### src/sv/mte_pkg.sv
`default_nettype none
// ----------------------------------------------------------------------------
// Multi-turn encoder tracker package
// Shared widths, register indexes, back-end states and the queue entry type.
// ----------------------------------------------------------------------------
package mte_pkg;

  localparam int ANGLE_BITS  = 14;
  localparam int TURN_BITS   = 18;
  localparam int RAW_BITS    = 16;
  localparam int POS_BITS    = 32;
  localparam int EXT_BITS    = 64 - ANGLE_BITS - TURN_BITS;
  localparam int DIFF_BITS   = POS_BITS + 1;
  localparam int SCALE_BITS  = 15;
  localparam int PROD_BITS   = DIFF_BITS + SCALE_BITS;
  localparam int DEN_BITS    = DIFF_BITS - 1;
  localparam int QUO_BITS    = 16;
  localparam int CNT_BITS    = $clog2(QUO_BITS);
  localparam int ADDR_BITS   = 4;
  localparam int DATA_BITS   = 32;

  localparam int QUEUE_DEPTH = 2;
  localparam int QPTR_BITS   = $clog2(QUEUE_DEPTH);
  localparam int QCNT_BITS   = QPTR_BITS + 1;

  localparam logic [SCALE_BITS-1:0] PCT_SCALE = SCALE_BITS'(25600);

  localparam logic signed [ANGLE_BITS:0] HALF_LIMIT =
    (ANGLE_BITS+1)'((1 << (ANGLE_BITS - 1)) - 1);
  localparam logic signed [TURN_BITS-1:0] TURN_MAX = {1'b0, {(TURN_BITS-1){1'b1}}};
  localparam logic signed [TURN_BITS-1:0] TURN_MIN = {1'b1, {(TURN_BITS-1){1'b0}}};

  localparam logic signed [QUO_BITS-1:0] PCT_MAX = {1'b0, {(QUO_BITS-1){1'b1}}};
  localparam logic signed [QUO_BITS-1:0] PCT_MIN = {1'b1, {(QUO_BITS-1){1'b0}}};

  localparam logic [1:0] REG_ABS_MODE  = 2'd0;
  localparam logic [1:0] REG_RANGE_MIN = 2'd1;
  localparam logic [1:0] REG_RANGE_MAX = 2'd2;

  localparam logic signed [POS_BITS-1:0] RANGE_MAX_RESET = POS_BITS'(16383);

  typedef enum logic [2:0] {
    BK_IDLE,
    BK_ABS,
    BK_CHK,
    BK_DIV,
    BK_FIN,
    BK_OUT
  } bk_state_t;

  typedef struct packed {
    logic signed [POS_BITS-1:0]  position;
    logic signed [DIFF_BITS-1:0] diff;
    logic signed [DIFF_BITS-1:0] span;
    logic                        span_zero;
  } mte_job_t;

  function automatic logic signed [POS_BITS-1:0] mte_track(
    input logic signed [TURN_BITS-1:0] turn,
    input logic [ANGLE_BITS-1:0]       angle
  );
    logic [63:0] full;
    full = {{EXT_BITS{turn[TURN_BITS-1]}}, turn, angle};
    return full[POS_BITS-1:0];
  endfunction

endpackage
`default_nettype wire

### src/sv/mte_front.sv
`default_nettype none
// ----------------------------------------------------------------------------
// Multi-turn encoder tracker front end
// Unwraps samples into turn and angle unless absolute; builds the percent job.
// ----------------------------------------------------------------------------
module mte_front (
  input  wire logic                               clk,
  input  wire logic                               rst_n,
  input  wire logic                               in_valid,
  output logic                                    in_ready,
  input  wire logic [mte_pkg::RAW_BITS-1:0]       in_raw_word,
  input  wire logic                               absolute_mode,
  input  wire logic signed [mte_pkg::POS_BITS-1:0] range_minimum,
  input  wire logic signed [mte_pkg::POS_BITS-1:0] range_maximum,
  input  wire logic                               q_full,
  output logic                                    q_push,
  output mte_pkg::mte_job_t                       q_job
);
  import mte_pkg::*;

  logic [ANGLE_BITS-1:0]        last_r, last_nxt;
  logic signed [TURN_BITS-1:0]  turn_r, turn_nxt;
  logic                         first_r, first_nxt;

  logic [ANGLE_BITS-1:0]        angle;
  logic signed [ANGLE_BITS:0]   delta;
  logic                         step_up;
  logic                         step_down;
  logic signed [TURN_BITS-1:0]  turn_upd;
  logic signed [POS_BITS-1:0]   track;
  logic                         accept;

  assign in_ready = !q_full;
  assign accept   = in_valid && in_ready;
  assign angle    = in_raw_word[ANGLE_BITS-1:0];
  assign delta    = $signed({1'b0, last_r}) - $signed({1'b0, angle});
  assign step_up   = !first_r && (delta > HALF_LIMIT) && (turn_r != TURN_MAX);
  assign step_down = !first_r && (delta < -HALF_LIMIT) && (turn_r != TURN_MIN);

  always_comb begin
    turn_upd = turn_r;
    if (step_up) begin
      turn_upd = turn_r + TURN_BITS'(1);
    end else if (step_down) begin
      turn_upd = turn_r - TURN_BITS'(1);
    end
  end

  always_comb begin
    last_nxt  = last_r;
    turn_nxt  = turn_r;
    first_nxt = first_r;
    if (accept && !absolute_mode) begin
      last_nxt  = angle;
      turn_nxt  = turn_upd;
      first_nxt = 1'b0;
    end
  end

  always_comb begin
    if (absolute_mode) begin
      track             = mte_track(turn_r, last_r);
      q_job.position    = $signed(POS_BITS'(angle));
    end else begin
      track             = mte_track(turn_upd, angle);
      q_job.position    = track;
    end
    q_job.diff      = DIFF_BITS'(track) - DIFF_BITS'(range_minimum);
    q_job.span      = DIFF_BITS'(range_maximum) - DIFF_BITS'(range_minimum);
    q_job.span_zero = (range_maximum == range_minimum);
  end

  assign q_push = accept;

  always_ff @(posedge clk) begin
    if (!rst_n) begin
      last_r  <= '0;
      turn_r  <= '0;
      first_r <= 1'b1;
    end else begin
      last_r  <= last_nxt;
      turn_r  <= turn_nxt;
      first_r <= first_nxt;
    end
  end

endmodule
`default_nettype wire

### src/sv/mte_queue.sv
`default_nettype none
// ----------------------------------------------------------------------------
// Multi-turn encoder tracker job queue
// Short first-in first-out buffer between the front end and the divider.
// ----------------------------------------------------------------------------
module mte_queue (
  input  wire logic              clk,
  input  wire logic              rst_n,
  input  wire logic              push,
  input  mte_pkg::mte_job_t      push_job,
  output logic                   full,
  input  wire logic              pop,
  output logic                   head_valid,
  output mte_pkg::mte_job_t      head_job
);
  import mte_pkg::*;

  mte_job_t               mem_r [QUEUE_DEPTH];
  logic [QPTR_BITS-1:0]   wr_ptr_r, wr_ptr_nxt;
  logic [QPTR_BITS-1:0]   rd_ptr_r, rd_ptr_nxt;
  logic [QCNT_BITS-1:0]   count_r, count_nxt;

  localparam logic [QPTR_BITS-1:0] LAST_PTR = QPTR_BITS'(QUEUE_DEPTH - 1);

  assign full       = (count_r == QCNT_BITS'(QUEUE_DEPTH));
  assign head_valid = (count_r != '0);
  assign head_job   = mem_r[rd_ptr_r];

  always_comb begin
    wr_ptr_nxt = wr_ptr_r;
    rd_ptr_nxt = rd_ptr_r;
    count_nxt  = count_r;
    if (push) begin
      wr_ptr_nxt = (wr_ptr_r == LAST_PTR) ? '0 : wr_ptr_r + QPTR_BITS'(1);
    end
    if (pop) begin
      rd_ptr_nxt = (rd_ptr_r == LAST_PTR) ? '0 : rd_ptr_r + QPTR_BITS'(1);
    end
    if (push && !pop) begin
      count_nxt = count_r + QCNT_BITS'(1);
    end else if (pop && !push) begin
      count_nxt = count_r - QCNT_BITS'(1);
    end
  end

  always_ff @(posedge clk) begin
    if (push) begin
      mem_r[wr_ptr_r] <= push_job;
    end
  end

  always_ff @(posedge clk) begin
    if (!rst_n) begin
      wr_ptr_r <= '0;
      rd_ptr_r <= '0;
      count_r  <= '0;
    end else begin
      wr_ptr_r <= wr_ptr_nxt;
      rd_ptr_r <= rd_ptr_nxt;
      count_r  <= count_nxt;
    end
  end

endmodule
`default_nettype wire

### src/sv/mte_back.sv
`default_nettype none
// ----------------------------------------------------------------------------
// Multi-turn encoder tracker back end
// Scales the offset, divides by the span one quotient bit per cycle (skipped
// for a zero span or overflow), saturates the percent and presents the result.
// ----------------------------------------------------------------------------
module mte_back (
  input  wire logic                                clk,
  input  wire logic                                rst_n,
  input  wire logic                                q_valid,
  output logic                                     q_pop,
  input  mte_pkg::mte_job_t                        q_job,
  output logic                                     out_valid,
  input  wire logic                                out_ready,
  output logic signed [mte_pkg::POS_BITS-1:0]      out_position,
  output logic signed [mte_pkg::QUO_BITS-1:0]      out_percent_scaled,
  output logic                                     out_span_zero
);
  import mte_pkg::*;

  bk_state_t                    state_r, state_nxt;

  logic signed [PROD_BITS-1:0]  prod_r;
  logic signed [DIFF_BITS-1:0]  span_r;
  logic                         zero_r;
  logic signed [POS_BITS-1:0]   pos_r;
  logic [PROD_BITS-1:0]         num_mag_r;
  logic [DEN_BITS-1:0]          den_mag_r;
  logic                         neg_r;
  logic                         sat_r;
  logic [DEN_BITS-1:0]          rem_r;
  logic [QUO_BITS-1:0]          num_lo_r;
  logic [QUO_BITS-1:0]          quo_r;
  logic [CNT_BITS-1:0]          cnt_r;
  logic signed [QUO_BITS-1:0]   pct_r;

  logic signed [PROD_BITS:0]    prod_full;
  logic [PROD_BITS-1:0]         prod_abs;
  logic [DIFF_BITS-1:0]         span_abs;
  logic                         over;
  logic [DEN_BITS:0]            trial;
  logic                         trial_ge;
  logic signed [QUO_BITS-1:0]   pct_fin;

  assign prod_full = q_job.diff * $signed({1'b0, PCT_SCALE});
  assign prod_abs  = prod_r[PROD_BITS-1] ? PROD_BITS'(-prod_r) : PROD_BITS'(prod_r);
  assign span_abs  = span_r[DIFF_BITS-1] ? DIFF_BITS'(-span_r) : DIFF_BITS'(span_r);
  assign over      = (num_mag_r >= {den_mag_r, {QUO_BITS{1'b0}}});
  assign trial     = {rem_r, num_lo_r[QUO_BITS-1]};
  assign trial_ge  = (trial >= {1'b0, den_mag_r});

  always_comb begin
    if (zero_r) begin
      pct_fin = '0;
    end else if (sat_r) begin
      pct_fin = neg_r ? PCT_MIN : PCT_MAX;
    end else if (neg_r) begin
      pct_fin = (quo_r > QUO_BITS'(PCT_MIN)) ? PCT_MIN : $signed(QUO_BITS'(-quo_r));
    end else begin
      pct_fin = (quo_r > QUO_BITS'(PCT_MAX)) ? PCT_MAX : $signed(quo_r);
    end
  end

  always_comb begin
    state_nxt = state_r;
    unique case (state_r)
      BK_IDLE: if (q_valid) state_nxt = BK_ABS;
      BK_ABS:  state_nxt = zero_r ? BK_FIN : BK_CHK;
      BK_CHK:  state_nxt = over ? BK_FIN : BK_DIV;
      BK_DIV:  if (cnt_r == CNT_BITS'(QUO_BITS - 1)) state_nxt = BK_FIN;
      BK_FIN:  state_nxt = BK_OUT;
      BK_OUT:  if (out_ready) state_nxt = BK_IDLE;
      default: state_nxt = BK_IDLE;
    endcase
  end

  always_comb begin
    q_pop     = 1'b0;
    out_valid = 1'b0;
    unique case (state_r)
      BK_IDLE: q_pop = q_valid;
      BK_OUT:  out_valid = 1'b1;
      default: begin
        q_pop     = 1'b0;
        out_valid = 1'b0;
      end
    endcase
  end

  always_ff @(posedge clk) begin
    case (state_r)
      BK_IDLE: begin
        prod_r <= prod_full[PROD_BITS-1:0];
        span_r <= q_job.span;
        zero_r <= q_job.span_zero;
        pos_r  <= q_job.position;
      end
      BK_ABS: begin
        num_mag_r <= prod_abs;
        den_mag_r <= span_abs[DEN_BITS-1:0];
        neg_r     <= prod_r[PROD_BITS-1] ^ span_r[DIFF_BITS-1];
      end
      BK_CHK: begin
        sat_r    <= over;
        rem_r    <= num_mag_r[PROD_BITS-1:QUO_BITS];
        num_lo_r <= num_mag_r[QUO_BITS-1:0];
        quo_r    <= '0;
        cnt_r    <= '0;
      end
      BK_DIV: begin
        rem_r    <= trial_ge ? DEN_BITS'(trial - {1'b0, den_mag_r}) : trial[DEN_BITS-1:0];
        quo_r    <= {quo_r[QUO_BITS-2:0], trial_ge};
        num_lo_r <= {num_lo_r[QUO_BITS-2:0], 1'b0};
        cnt_r    <= cnt_r + CNT_BITS'(1);
      end
      BK_FIN: begin
        pct_r <= pct_fin;
      end
      default: begin
      end
    endcase
  end

  always_ff @(posedge clk) begin
    if (!rst_n) begin
      state_r <= BK_IDLE;
    end else begin
      state_r <= state_nxt;
    end
  end

  assign out_position       = pos_r;
  assign out_percent_scaled = pct_r;
  assign out_span_zero      = zero_r;

endmodule
`default_nettype wire

### src/sv/multiturn_encoder_tracker.sv
`default_nettype none
// ----------------------------------------------------------------------------
// Multi-turn encoder tracker
// Unwraps 14-bit absolute encoder samples into a 32-bit position and reports
// the position as percent of a programmable range, times 256.
// ----------------------------------------------------------------------------
// Each transfer on the input returns one result. The front end takes a sample
// and queues it; the back end then reads the queue, scales the offset, takes
// magnitudes, checks the range, runs the 16 steps of the restoring divider,
// saturates and presents the percent. It skips the range check and divider
// when the span is zero and the divider when the percent saturates, and holds
// its result until taken. Up to two samples wait in the queue meanwhile. Write
// the range and mode registers only while no sample is in flight.
module multiturn_encoder_tracker (
  input  wire logic                clk,
  input  wire logic                rst_n,
  input  wire logic                in_valid,
  output logic                     in_ready,
  input  wire logic [15:0]         in_raw_word,
  output logic                     out_valid,
  input  wire logic                out_ready,
  output logic signed [31:0]       out_position,
  output logic signed [15:0]       out_percent_scaled,
  output logic                     out_span_zero,
  input  wire logic                psel,
  input  wire logic                penable,
  input  wire logic                pwrite,
  input  wire logic [3:0]          paddr,
  input  wire logic [31:0]         pwdata,
  output logic [31:0]              prdata,
  output logic                     pready
);
  import mte_pkg::*;

  logic                        abs_mode_r;
  logic signed [POS_BITS-1:0]  range_min_r;
  logic signed [POS_BITS-1:0]  range_max_r;
  logic                        cfg_write;
  logic [1:0]                  reg_index;

  logic                        q_full;
  logic                        q_push;
  logic                        q_valid;
  logic                        q_pop;
  mte_job_t                    push_job;
  mte_job_t                    head_job;

  assign pready    = 1'b1;
  assign cfg_write = psel && penable && pwrite && pready;
  assign reg_index = paddr[3:2];

  always_ff @(posedge clk) begin
    if (!rst_n) begin
      abs_mode_r  <= 1'b0;
      range_min_r <= '0;
      range_max_r <= RANGE_MAX_RESET;
    end else if (cfg_write) begin
      unique case (reg_index)
        REG_ABS_MODE:  abs_mode_r  <= pwdata[0];
        REG_RANGE_MIN: range_min_r <= $signed(pwdata);
        REG_RANGE_MAX: range_max_r <= $signed(pwdata);
        default: begin
        end
      endcase
    end
  end

  always_comb begin
    unique case (reg_index)
      REG_ABS_MODE:  prdata = {{(DATA_BITS-1){1'b0}}, abs_mode_r};
      REG_RANGE_MIN: prdata = range_min_r;
      REG_RANGE_MAX: prdata = range_max_r;
      default:       prdata = '0;
    endcase
  end

  mte_front u_front (
    .clk           (clk),
    .rst_n         (rst_n),
    .in_valid      (in_valid),
    .in_ready      (in_ready),
    .in_raw_word   (in_raw_word),
    .absolute_mode (abs_mode_r),
    .range_minimum (range_min_r),
    .range_maximum (range_max_r),
    .q_full        (q_full),
    .q_push        (q_push),
    .q_job         (push_job)
  );

  mte_queue u_queue (
    .clk        (clk),
    .rst_n      (rst_n),
    .push       (q_push),
    .push_job   (push_job),
    .full       (q_full),
    .pop        (q_pop),
    .head_valid (q_valid),
    .head_job   (head_job)
  );

  mte_back u_back (
    .clk                (clk),
    .rst_n              (rst_n),
    .q_valid            (q_valid),
    .q_pop              (q_pop),
    .q_job              (head_job),
    .out_valid          (out_valid),
    .out_ready          (out_ready),
    .out_position       (out_position),
    .out_percent_scaled (out_percent_scaled),
    .out_span_zero      (out_span_zero)
  );

`ifndef SYNTHESIS
  a_push_not_full: assert property (@(posedge clk) disable iff (!rst_n)
    q_push |-> !q_full)
    else $error("Queue written while full.");

  a_pop_has_data: assert property (@(posedge clk) disable iff (!rst_n)
    q_pop |-> q_valid)
    else $error("Queue read while empty.");

  a_zero_span_pct: assert property (@(posedge clk) disable iff (!rst_n)
    (out_valid && out_span_zero) |-> (out_percent_scaled == 16'sd0))
    else $error("Percent is not zero for a zero span.");

  a_result_held: assert property (@(posedge clk) disable iff (!rst_n)
    (out_valid && !out_ready) |=> (out_valid && !q_pop))
    else $error("Back end left a result that was not taken.");
`endif

endmodule
`default_nettype wire
### config.mk
export PLATFORM = sky130hd
export DESIGN_NAME = multiturn_encoder_tracker
export DESIGN_NICKNAME = d
export VERILOG_FILES = /design/src/sv/mte_pkg.sv /design/src/sv/mte_front.sv /design/src/sv/mte_queue.sv /design/src/sv/mte_back.sv /design/src/sv/multiturn_encoder_tracker.sv
export SDC_FILE = /design/constraint.sdc
export NUM_CORES = 1
export LEC_CHECK = 0
export BUFFER_PORTS_ARGS = -buffer_cell sky130_fd_sc_hd__buf_2
export CAP_MARGIN = 5
export CELL_PAD_IN_SITES_DETAIL_PLACEMENT = 0
export CELL_PAD_IN_SITES_GLOBAL_PLACEMENT = 2
export CORE_MARGIN = 2
export CORE_UTILIZATION = 38
export DETAILED_ROUTE_END_ITERATION = 10
export GPL_TIMING_DRIVEN = 0
export PLACE_DENSITY_LB_ADDON = 0.1
export SLEW_MARGIN = 25
export SYNTH_ARGS = -nofsm -noshare
export SYNTH_HDL_FRONTEND = slang
export SYNTH_SLANG_ARGS = --single-unit
### constraint.sdc
create_clock -name clk -period 10.4 [get_ports clk]
set_clock_uncertainty 0.05 [all_clocks]
set_input_delay 1.04 -clock clk [delete_from_list [all_inputs] [get_ports clk]]
set_output_delay 1.04 -clock clk [all_outputs]
set_load 0.02 [all_outputs]
==> run summary <==
==================================================================================
Worst-path maximum fanout                                                       10
Starting Density                                                             38.5%
Most Frequent Cell on Critical Path                                           ha_1
Post-route worst setup slack                                               3.23 ns
Number of rows in the core area                                                107
Share of final-layout standard cells stronger than drive strength 1          11.1%
Post-CTS Hold Buffers                                                            0
Top achievable clock speed                                                 139 MHz
Tot GR Track Use                                                             20.2%
Sum of routed wire length over all layers                                 90900 µm
Status                                                                   completed
Critical Setup Path Class                                                  reg2reg
Register area share after synthesis                                          47.4%
End of the worst register-to-register path                            u_back.prod_r[47]$_DFFE_PP_
Overall die width                                                           298 µm
Total setup violations reported at the end of the flow                           0
Async S/R FF share, synth                                                       0%
Switching power summed over all nets                                       5.78 mW
Post-DR vias/cell                                                             5.17
Wire length per cell                                                       19.9 µm
Syn nets                                                                      3479
Core outline area                                                       0.0854 mm²
Leakage Power                                                              15.0 nW
Clk network pwr share                                                        17.2%
Via count of the first global-routing pass                                   23556
Wire length of the first global-routing pass                             140000 µm
Hold path startpoint                                                  range_min_r[19]$_SDFFE_PN0P_
Pwr per Cell Area                                                       372 mW/mm²
Leading register cell type out of synthesis                               edfxtp_1
Delay contributed by the slowest stage of the critical path                0.70 ns
Clock Path Buffers                                                               3
Post-DRT Antenna Nets                                                            0
Yosys synthesis warning count                                                    0
Design internal power                                                      8.22 mW
Crit path max-delay cell type                                             clkbuf_1
Final Non-Filler Cells                                                        4565
Iteration-0 DRC Markers                                                       1314
Number of diodes added for antenna fixing                                        0
Critical Path End                                                     u_back.prod_r[47]$_DFFE_PP_
Crit path required time                                                   10.68 ns
Worst path arrival time                                                    7.45 ns
Clk Tree Root Cell                                                       clkbuf_16
Switch share                                                                 41.3%
Total clock buffers created by CTS                                              68
Comb pwr share                                                               54.4%
Number of remaining DRC errors                                                   0
Detailed-route via count                                                     23580
Total Die Area                                                          0.0889 mm²
Share of the cycle needed by the critical path after routing                 69.0%
Final max-slew violation count                                                   0
Register-to-Register Setup Slack                                           3.23 ns
Flip-flop and latch area                                                0.0156 mm²
Area of the multi-input gates                                           0.0158 mm²
Layout overhead on the synthesized area                                      14.6%
Number of cells traversed by the worst register-to-register path                21
Cell variety after synth                                                        78
Number of top-level pins                                                       143
GRT Residual Overflow                                                            0
Placed cell count                                                             4440
Post-CTS setup buffers                                                           0
Die Y-Extent                                                                298 µm
Post-DP HPWL                                                              72600 µm
Remaining max-slew budget at the tightest pin                                34.8%
Hold Vio Cnt, Final                                                              0
TritonCTS clock tree                                                           yes
Number of flops mapped to enable cells by yosys                                448
Final Core Density                                                           44.1%
Clock-pin transition on the worst setup and hold timing paths              0.06 ns
Net total in the final layout                                                 3708
Worst vdd ir                                                            0.000221 V
Worst hold slack                                                          0.433 ns
Sequential fraction of design power                                          28.4%
Path class of the lowest-slack min-delay path                              reg2reg
DR pass1 iterations                                                              5
Total chip power                                                           14.0 mW
Cell count after synthesis                                                    3137
Netlist Area Pre-Place                                                  0.0329 mm²
Initial antenna violation count                                                  3
Port-buffer cells                                                              136
Least-Margin Pin Slew                                                     0.976 ns
Most used cells in the layout excluding fill and tap cells            448 x edfxtp_1, 337 x nand2_1, 285 x inv_1
RD Place Congestion                                                          0.908
Sort of element at the start of the critical path                             flop
Number of violations of the max-capacitance limit                                0
Avg Cell Area, Syn                                                        10.5 µm²
Post-cts resize count                                                            0
Number of fill cells in the layout                                            8312
Later-pin clock latency in the skew report                                 0.61 ns
Min cycle time layout                                                      7.17 ns
Worst slack at placement                                                   2.53 ns
Leading cell type in the layout, fill and taps excluded                   edfxtp_1
Number of register bits inferred by synthesis                                  554
Unrepaired setup endpoints after global routing                                 no
CTS sink cnt                                                                   554
H-Tree Depth                                                                     3
Endpoint type of the worst setup path                                         flop
Largest net degree at the start of global routing                               48
Crit-path cells                                                       clkbuf_2, clkbuf_1, clkbuf_1, mux2_2, ha_1, inv_1, fa_1, inv_1, ha_1, ha_1, fa_1, a21oi_1, nand3b_1, a21boi_0, o311ai_0, a21oi_1, o31ai_1, or3_1, nor3_1, a211oi_1, xnor2_1
==================================================================================
synth_stat cells (all sizes together), types with 68 or more instances:
| master | count | share of area (%) |
|---|---|---|
| edfxtp | 448 | 41 |
| nand2 | 337 | 3.8 |
| inv | 285 | 3.3 |
| ha | 248 | 9.4 |
| nor2 | 181 | 2.1 |
| a21oi | 155 | 2.4 |
| xnor2 | 154 | 4.1 |
| o21ai | 129 | 2.0 |
| dfxtp | 106 | 6.5 |
| clkbuf | 104 | 1.2 |
| a21boi | 74 | 1.7 |
| mux2 | 71 | 2.4 |
| a21o | 68 | 1.6 |
final cells by class:
| class | instances | share of cell area [%] |
|---|---|---|
| multi-input combinational | 2187 | 42.1 |
| sequential | 554 | 41.3 |
| inverter | 285 | 2.84 |
| clock buffer | 90 | 5.01 |
| buffer | 111 | 1.15 |
| tap | 1144 | 3.80 |
| clock inverter | 35 | 1.10 |
| timing repair buffer | 159 | 2.70 |
power groups by stage:
stage	sequential, mW	clock (mW)	combinational (mW)
3_5_place_dp	4.02	0	7.64
5_1_grt	4.04	2.57	8.68
2_1_floorplan	4.05	0	5.64
4_1_cts	3.98	2.48	7.73
6_report	3.97	2.41	7.62
3_3_place_gp	4.12	0	7.54
per-layer routing:
| layer | share of wire, % | global-route usage, % | wire (µm) | vias to the layer above |
|---|---|---|---|---|
| met5 | 0.014 | 0 | 13 | - |
| met4 | 4.2 | 8.33 | 3820 | 2 |
| met3 | 4.2 | 3.27 | 3850 | 141 |
| met2 | 47 | 34.2 | 42900 | 503 |
| met1 | 44 | 25.7 | 40300 | 11196 |
| li1 | - | - | - | 11738 |
worst min path at each step:
stage,slack (ns),end,cells past startpoint
floorplan,0.38,u_front.first_r$_SDFFE_PN1P_,2
global placement,0.42,u_front.last_r[5]$_SDFFE_PN0P_,2
detailed placement,0.43,range_min_r[19]$_SDFFE_PN0P_,2
CTS,0.44,range_min_r[19]$_SDFFE_PN0P_,2
global route,0.45,u_front.last_r[5]$_SDFFE_PN0P_,2
finish,0.43,range_min_r[19]$_SDFFE_PN0P_,2
metrics by stage:
step / cell area [µm²] / setup TNS, ns
CTS: 37700 / 0
finish: 37700 / 0
floorplan: 32900 / 0
detailed placement: 35400 / 0
global route: 37700 / 0
global placement: 35000 / -208.99
worst max-delay path: cells and delay by family (launching register included):
kind	cells	cell delay, ns
AO/OA/AOI/OAI	6	1.85
XOR/XNOR	1	0.10
adder cells (fa/ha/maj)	5	1.73
buffers and inverters	5	1.91
flip-flops	1	0.30
multiplexers	1	0.48
AND/OR/NAND/NOR	3	0.46
cell families after synthesis:
family | after synthesis | share of synthesized area, %
other | 1 | 0.0114
buffers and inverters | 396 | 4.55
and+or+nand+nor | 869 | 12.6
AOI/OAI and AO/OA | 706 | 14.5
DFF | 554 | 47.4
adders and majority gates | 283 | 11.6
xor gates and xnor gates | 216 | 5.75
muxes | 112 | 3.68
state kept, by name, summed over array words and instances (netlist names), 33 cells and up, named ones only:
name,cells
u_back.prod_r,38
u_queue.mem_r,198
u_back.num_mag_r,38
u_back.span_r,33
No activity file was read; power rests on OpenSTA's default activity.
